===== src/rtl/core/mbrtu_pkg.sv =====
`timescale 1ns / 1ps
// ----------------------------------------------------------------------------
// mbrtu_pkg
// shared types, constants and helpers for the modbus rtu motor frame encoder
// ----------------------------------------------------------------------------
package mbrtu_pkg;

   localparam int FRAME_BYTES = 15;
   localparam int FRAME_W     = FRAME_BYTES * 8;
   localparam int CNT_W       = $clog2(FRAME_BYTES + 1);

   localparam logic [15:0] CRC_INIT = 16'hFFFF;
   localparam logic [15:0] CRC_POLY = 16'hA001;

   localparam logic [7:0] FC_WRITE_SINGLE = 8'h06;
   localparam logic [7:0] FC_WRITE_MULTI  = 8'h10;

   localparam logic [15:0] REG_SPEED_LEFT   = 16'h2088;
   localparam logic [15:0] REG_SPEED_RIGHT  = 16'h2089;
   localparam logic [15:0] REG_TORQUE_LEFT  = 16'h2090;
   localparam logic [15:0] REG_TORQUE_RIGHT = 16'h2091;
   localparam logic [15:0] REG_POS_LEFT     = 16'h208A;
   localparam logic [15:0] REG_POS_RIGHT    = 16'h208C;
   localparam logic [15:0] REG_CONTROL      = 16'h200E;

   localparam logic [7:0] START_BOTH  = 8'h10;
   localparam logic [7:0] START_LEFT  = 8'h11;
   localparam logic [7:0] START_RIGHT = 8'h12;

   typedef enum logic [2:0] {
      ACT_SPEED_ONE   = 3'd0,
      ACT_SPEED_BOTH  = 3'd1,
      ACT_TORQUE_ONE  = 3'd2,
      ACT_TORQUE_BOTH = 3'd3,
      ACT_POS_ONE     = 3'd4,
      ACT_POS_BOTH    = 3'd5,
      ACT_GENERIC     = 3'd6,
      ACT_NONE        = 3'd7
   } action_type;

   typedef enum logic [1:0] {
      ST_IDLE   = 2'd0,
      ST_DATA   = 2'd1,
      ST_CRC_LO = 2'd2,
      ST_CRC_HI = 2'd3
   } state_type;

   typedef struct packed {
      logic [FRAME_W-1:0] bytes;
      logic [CNT_W-1:0]   count;
   } frame_type;

   // one byte through the crc, bit at a time
   function automatic logic [15:0] crc16_byte(input logic [15:0] crc, input logic [7:0] data);
      logic [15:0] c;
      c = crc ^ {8'h00, data};
      for (int b = 0; b < 8; b++) begin
         if (c[0]) begin
            c = (c >> 1) ^ CRC_POLY;
         end else begin
            c = c >> 1;
         end
      end
      return c;
   endfunction

   function automatic frame_type single_frame(input logic [7:0] slave,
                                              input logic [15:0] reg_a,
                                              input logic [15:0] data);
      frame_type f;
      f.bytes = {slave, FC_WRITE_SINGLE, reg_a, data, 72'd0};
      f.count = CNT_W'(6);
      return f;
   endfunction

   function automatic frame_type multi2_frame(input logic [7:0] slave,
                                              input logic [15:0] reg_a,
                                              input logic [31:0] data);
      frame_type f;
      f.bytes = {slave, FC_WRITE_MULTI, reg_a, 16'h0002, 8'h04, data, 32'd0};
      f.count = CNT_W'(11);
      return f;
   endfunction

   function automatic frame_type multi4_frame(input logic [7:0] slave,
                                              input logic [31:0] data);
      frame_type f;
      f.bytes = {slave, FC_WRITE_MULTI, REG_POS_LEFT, 16'h0004, 8'h08, data, data};
      f.count = CNT_W'(15);
      return f;
   endfunction

endpackage


===== src/rtl/core/modbus_rtu_motor_frame_encoder.sv =====
`timescale 1ns / 1ps
// ----------------------------------------------------------------------------
// modbus_rtu_motor_frame_encoder
// turns one motor command into the modbus rtu byte sequence that carries it
//
// usage: raise start with the req_ fields while busy is low; the command is
// taken at that edge and busy rises. the bytes then come out one per cycle on
// rsp_out_byte, each marked by rsp_valid, which is held high while busy, with rsp_last on
// the final byte. the receiver cannot stall the output.
// the first byte is on the ports in the cycle after start is taken.
// busy stays high until the last byte of the command is out. a command has
// 8 bytes for single-wheel speed, torque and generic writes, 13 for both-wheel
// speed and torque, 21 for single-wheel position and 25 for both-wheel
// position. the rate is one byte per cycle, set by the byte-wide crc unit
// that every data byte passes through. busy falls after the last byte and
// the next command is taken at the end of the cycle in which busy is low.
// action code 7 is taken and produces nothing.
// csr_slave_address is written on csr_valid, always ready; write it only
// while busy is low. reset sets the slave address to 1 and goes idle.
// ----------------------------------------------------------------------------
module modbus_rtu_motor_frame_encoder (
   input  logic                clock,
   input  logic                reset,
   input  logic                start,
   output logic                busy,
   input  logic [2:0]          req_action,
   input  logic                req_wheel,
   input  logic signed [31:0]  req_value,
   input  logic [15:0]         req_reg_addr,
   output logic                rsp_valid,
   output logic [7:0]          rsp_out_byte,
   output logic                rsp_last,
   input  logic                csr_valid,
   output logic                csr_ready,
   input  logic [7:0]          csr_slave_address
);

   mbrtu_pkg::state_type                 state_ff, state_in;
   logic [mbrtu_pkg::FRAME_W-1:0]        frame_ff, frame_in;
   logic [mbrtu_pkg::CNT_W-1:0]          cnt_ff, cnt_in;
   logic [15:0]                          crc_ff, crc_in;
   logic                                 second_ff, second_in;
   logic [7:0]                           code_ff, code_in;
   logic [7:0]                           slave_ff;
   logic [15:0]                          crc_step;
   logic                                 accept;
   mbrtu_pkg::action_type                act;
   mbrtu_pkg::frame_type                 load;
   mbrtu_pkg::frame_type                 start_frame;

   assign csr_ready = 1'b1;
   assign accept    = start && !busy;
   assign act       = mbrtu_pkg::action_type'(req_action);

   // shared crc unit, fed by the byte leaving the frame register
   assign crc_step = mbrtu_pkg::crc16_byte(crc_ff, frame_ff[mbrtu_pkg::FRAME_W-1 -: 8]);

   assign start_frame = mbrtu_pkg::single_frame(slave_ff, mbrtu_pkg::REG_CONTROL,
                                                {8'h00, code_ff});

   // frame built from the incoming command
   always_comb begin
      load = mbrtu_pkg::single_frame(slave_ff, req_reg_addr, req_value[15:0]);
      case (act)
         mbrtu_pkg::ACT_SPEED_ONE: begin
            load = mbrtu_pkg::single_frame(slave_ff,
               req_wheel ? mbrtu_pkg::REG_SPEED_RIGHT : mbrtu_pkg::REG_SPEED_LEFT,
               req_value[15:0]);
         end
         mbrtu_pkg::ACT_TORQUE_ONE: begin
            load = mbrtu_pkg::single_frame(slave_ff,
               req_wheel ? mbrtu_pkg::REG_TORQUE_RIGHT : mbrtu_pkg::REG_TORQUE_LEFT,
               req_value[15:0]);
         end
         mbrtu_pkg::ACT_SPEED_BOTH: begin
            load = mbrtu_pkg::multi2_frame(slave_ff, mbrtu_pkg::REG_SPEED_LEFT,
               {req_value[15:0], req_value[15:0]});
         end
         mbrtu_pkg::ACT_TORQUE_BOTH: begin
            load = mbrtu_pkg::multi2_frame(slave_ff, mbrtu_pkg::REG_TORQUE_LEFT,
               {req_value[15:0], req_value[15:0]});
         end
         mbrtu_pkg::ACT_POS_ONE: begin
            load = mbrtu_pkg::multi2_frame(slave_ff,
               req_wheel ? mbrtu_pkg::REG_POS_RIGHT : mbrtu_pkg::REG_POS_LEFT,
               req_value);
         end
         mbrtu_pkg::ACT_POS_BOTH: begin
            load = mbrtu_pkg::multi4_frame(slave_ff, req_value);
         end
         default: begin
            load = mbrtu_pkg::single_frame(slave_ff, req_reg_addr, req_value[15:0]);
         end
      endcase
   end

   // next state
   always_comb begin
      state_in = state_ff;
      case (state_ff)
         mbrtu_pkg::ST_IDLE: begin
            if (accept && act != mbrtu_pkg::ACT_NONE) begin
               state_in = mbrtu_pkg::ST_DATA;
            end
         end
         mbrtu_pkg::ST_DATA: begin
            if (cnt_ff == mbrtu_pkg::CNT_W'(1)) begin
               state_in = mbrtu_pkg::ST_CRC_LO;
            end
         end
         mbrtu_pkg::ST_CRC_LO: begin
            state_in = mbrtu_pkg::ST_CRC_HI;
         end
         mbrtu_pkg::ST_CRC_HI: begin
            state_in = second_ff ? mbrtu_pkg::ST_DATA : mbrtu_pkg::ST_IDLE;
         end
         default: begin
            state_in = mbrtu_pkg::ST_IDLE;
         end
      endcase
   end

   // datapath
   always_comb begin
      frame_in  = frame_ff;
      cnt_in    = cnt_ff;
      crc_in    = crc_ff;
      second_in = second_ff;
      code_in   = code_ff;
      case (state_ff)
         mbrtu_pkg::ST_IDLE: begin
            if (accept) begin
               frame_in  = load.bytes;
               cnt_in    = load.count;
               crc_in    = mbrtu_pkg::CRC_INIT;
               second_in = (act == mbrtu_pkg::ACT_POS_ONE) ||
                           (act == mbrtu_pkg::ACT_POS_BOTH);
               if (act == mbrtu_pkg::ACT_POS_BOTH) begin
                  code_in = mbrtu_pkg::START_BOTH;
               end else begin
                  code_in = req_wheel ? mbrtu_pkg::START_RIGHT : mbrtu_pkg::START_LEFT;
               end
            end
         end
         mbrtu_pkg::ST_DATA: begin
            frame_in = {frame_ff[mbrtu_pkg::FRAME_W-9:0], 8'h00};
            cnt_in   = cnt_ff - mbrtu_pkg::CNT_W'(1);
            crc_in   = crc_step;
         end
         mbrtu_pkg::ST_CRC_HI: begin
            if (second_ff) begin
               frame_in  = start_frame.bytes;
               cnt_in    = start_frame.count;
               crc_in    = mbrtu_pkg::CRC_INIT;
               second_in = 1'b0;
            end
         end
         default: begin
         end
      endcase
   end

   // outputs
   always_comb begin
      busy      = (state_ff != mbrtu_pkg::ST_IDLE);
      rsp_valid = busy;
      rsp_last  = (state_ff == mbrtu_pkg::ST_CRC_HI) && !second_ff;
      case (state_ff)
         mbrtu_pkg::ST_DATA:   rsp_out_byte = frame_ff[mbrtu_pkg::FRAME_W-1 -: 8];
         mbrtu_pkg::ST_CRC_LO: rsp_out_byte = crc_ff[7:0];
         mbrtu_pkg::ST_CRC_HI: rsp_out_byte = crc_ff[15:8];
         default:              rsp_out_byte = 8'h00;
      endcase
   end

   always_ff @(posedge clock) begin
      if (reset) begin
         state_ff  <= mbrtu_pkg::ST_IDLE;
         second_ff <= 1'b0;
         cnt_ff    <= '0;
         slave_ff  <= 8'h01;
      end else begin
         state_ff  <= state_in;
         second_ff <= second_in;
         cnt_ff    <= cnt_in;
         if (csr_valid && csr_ready) begin
            slave_ff <= csr_slave_address;
         end
      end
   end

   always_ff @(posedge clock) begin
      frame_ff <= frame_in;
      crc_ff   <= crc_in;
      code_ff  <= code_in;
   end

   a_crc_order: assert property (@(posedge clock) disable iff (reset)
      state_ff == mbrtu_pkg::ST_CRC_LO |=> state_ff == mbrtu_pkg::ST_CRC_HI)
      else $error("crc high byte does not follow crc low byte");

   a_last_ends: assert property (@(posedge clock) disable iff (reset)
      rsp_valid && rsp_last |=> !busy)
      else $error("still busy after last byte");

   a_first_byte: assert property (@(posedge clock) disable iff (reset)
      accept && act != mbrtu_pkg::ACT_NONE |=> rsp_valid && !rsp_last)
      else $error("no first byte after command taken");

   a_data_count: assert property (@(posedge clock) disable iff (reset)
      state_ff == mbrtu_pkg::ST_DATA |-> cnt_ff != '0)
      else $error("data phase with empty byte count");

endmodule


===== config.mk =====
export PLATFORM = sky130hd
export DESIGN_NAME = modbus_rtu_motor_frame_encoder
export DESIGN_NICKNAME = d
export VERILOG_FILES = /design/src/rtl/core/mbrtu_pkg.sv /design/src/rtl/core/modbus_rtu_motor_frame_encoder.sv
export SDC_FILE = /design/constraint.sdc
export NUM_CORES = 1
export LEC_CHECK = 0
export BUFFER_PORTS_ARGS = -buffer_cell sky130_fd_sc_hd__buf_4
export CAP_MARGIN = 15
export CORE_MARGIN = 2
export CORE_UTILIZATION = 45
export CTS_CLUSTER_SIZE = 30
export DETAILED_ROUTE_END_ITERATION = 8
export GPL_TIMING_DRIVEN = 0
export PLACE_DENSITY = 0.65
export SETUP_SLACK_MARGIN = 0.5
export SYNTH_ARGS = -nofsm -noshare
export SYNTH_HDL_FRONTEND = slang
export SYNTH_SLANG_ARGS = --single-unit

===== constraint.sdc =====
create_clock -name clock -period 38.2 [get_ports clock]
set_clock_uncertainty 0.05 [all_clocks]
set_input_delay 7.64 -clock clock [delete_from_list [all_inputs] [get_ports clock]]
set_output_delay 7.64 -clock clock [all_outputs]
set_load 0.02 [all_outputs]

==> results.yml <==
cts:
  cts_sinks: 153
  htree_levels: 4
  cts_resized: 0
  clockRootBuffer: "clkbuf_16"
  numCtsBuffers: 17
  cts.path.max_buffers: 2
  cts_tree: "built"
  cts_setup_buffers: 0
  clk_latency_ns: 0.42
  ctsHoldBuffers: 0
  clk_pin_slew_worst_paths_ns: 0.06
status:
  status: "complete, no violations"
placement:
  numPortBuffers: 72
  place_area_sq_um: 7720
  gp_congestion: 0.814
  dpl.hpwl_microns: 11900
route:
  wl_per_cell_microns: 21.6
  vias: 4786
  ant_nets: 0
  first_pass_iters: 6
  avgViaCountPerCell: 5.92
  wirelength_microns: 17400
  drt_iter0_markers: 582
  drc_errors: 0
setup_path:
  crit_required_ns: 30.51
  crit_family: "buffers and inverters"
  critPathSlowestCell: "buf_1"
  crit_end: "rsp_out_byte[6]"
  rrSetupSlack_ns: 35.30
  crit_fanout: 10
  r2r_end: "frame_ff[63]"
  crit_start: "state_ff[1]"
  end_kind: "output port"
  crit_arrival_ns: 2.73
  start_kind: "flip-flop"
  worstPathCellList: "ha_1, clkbuf_1, buf_1, a222oi_1, nor2_1, buf_4"
  r2r_start: "state_ff[0]"
  slowest_delay_ns: 0.58
  cp_num_buf_inv: 3
  worstSetupPathDepth: 6
  rr_worst_depth: 9
  critical_path_class: "reg -> out"
floorplanning:
  initial_utilization_pct: 46.4
  core-area_sq_um: 14600
  die_h_microns: 127
  fp.dieW_microns: 127
  io_pins: 76
  fp-row-count: 44
  dieArea_sq_um: 16100
synthesis:
  synth_top_area_share_pct: 60.9
  async_flop_share_pct: 0
  synthCells: 508
  synth.area.top_cells: "edfxtp_1 (61%), a22o_1 (9.0%), dfxtp_1 (4.4%), a222oi_1 (2.9%), and2_1 (2.0%)"
  synth_flop_cell: "edfxtp_1"
  netlist_area_sq_um: 6800
  synth-edff-count: 138
  yosysWarnings: 0
  synth_fp_nets: 580
  ys_ff_latch: 153
  seq_area_frac_synth_pct: 65.4
  synth_top_area_cell: "edfxtp_1"
  syn_area_per_cell_sq_um: 13.4
  ys_types: 43
global_routing:
  grt_pass1_wl_microns: 26600
  antenna_found_initial: 0
  grt.total_usage_pct: 22.2
  grt_start_max_net_pins: 17
  grt_overflow: 0
  grt_pass1_vias: 4723
final_layout:
  mostFrequentLayoutCell: "edfxtp_1"
  final_nets: 683
  n_antenna_cell: 0
  drive_above_1_share_pct: 19.2
  area_delta_synth_final_pct: 21.1
  most-common-layout-cells: "edfxtp_1 (138), buf_4 (74), a22o_1 (70), nor2_1 (36), nand2_1 (35)"
  final_cell_area_sq_um: 8240
  nFillCells: 1239
sta:
  fin_tns_setup_ns: 0
  fmax_mhz: 96.0
  finalCriticalPeriod_ns: 10.42
  final_hold_viol_count: 0
  rsz0062_at_grt: "false"
  fin_crit_sh_pct: 27.3
  tightest_slew_ns: 0.914
  drv_slew: 0
  setup_viol: 0
  relSlewSlack_pct: 38.6
power_and_ir_drop:
  p_leak_nw: 3.27
  p_per_area_nw_per_um2: 89.3
  irDropWorstVdd_v: 0.0000515
job:
  max_cap_viol_count: 0
worst_hold_path:
  hold_path_class: "reg -> reg"
Yosys cell counts, drive strengths merged (14+ instances only):
cell type / number
edfxtp: 138
a22o: 70
nor2: 36
nand2: 35
clkbuf: 26
and2: 22
a222oi: 20
inv: 20
xnor2: 17
a21oi: 16
dfxtp: 15
buf: 14
cells by family (layout without fill, tap and decap cells):
kind of cell	Yosys count	in the layout	synth area share, %
compound gates	135	135	16.1
xor+xnor	22	22	3.70
fa+ha+maj	8	8	1.47
buf+inv	60	176	3.51
flops	153	153	65.4
mux	10	10	1.47
other cells	1	1	0.0552
simple gates	119	119	8.30
worst min-delay path by stage:
stage	start	endpoint	cells past startpoint
global route	cnt_ff[3]	cnt_ff[3]	2
floorplan	cnt_ff[3]	cnt_ff[3]	2
CTS	cnt_ff[3]	cnt_ff[3]	2
detailed placement	cnt_ff[3]	cnt_ff[3]	2
global placement	cnt_ff[3]	cnt_ff[3]	2
finish	cnt_ff[3]	cnt_ff[3]	2
state kept, by name, indices dropped and copies added (netlist names):
name	flops
slave_ff	8
cnt_ff	4
crc_ff	16
code_ff	2
frame_ff	120
state_ff	2
second_ff	1
metrics by stage:
step                      instances  utilization (%)  worst slack [ns]  total power, mW  hold WS, ns
after floorplan                 508                -             19.69            0.514        0.395
after global placement          764             51.7             15.44            0.594        0.410
after detailed placement        776             52.7             28.21            0.586        0.426
after CTS                       808             56.2             27.75            0.738        0.435
after global routing            808             56.2             27.65            0.772        0.463
final                           808             56.2             27.78            0.735        0.450
power by group:
group	switching, mW	internal, mW
logic	0.152	0.113
clock network	0.0633	0.0871
registers	0.0280	0.292
total	0.244	0.491
tightest hold or removal path, stage by stage (launching register included):
cell     delay [ns]
dfxtp_1        0.33
nand2_1        0.07
a21oi_1        0.06
layer usage:
metal	part of all wire (%)	wire [microns]	track usage, %
met1	40	7020	28.9
met3	7.8	1360	5.48
met2	49	8640	36.2
met4	2.5	431	8.40
met5	0	0	0
final cells by class:
| type | instances | area, sq um | area share, % |
|---|---|---|---|
| plain buffers | 40 | 164 | 1.99 |
| multi-input cells | 295 | 2120 | 25.8 |
| inverters | 20 | 75.1 | 0.912 |
| clock inverters | 14 | 88.8 | 1.08 |
| flip-flops and latches | 153 | 4440 | 54.0 |
| well taps | 184 | 230 | 2.80 |
| repair buffers | 84 | 683 | 8.30 |
| clock buffers | 18 | 429 | 5.21 |
No activity file was read; power rests on OpenSTA's default activity.
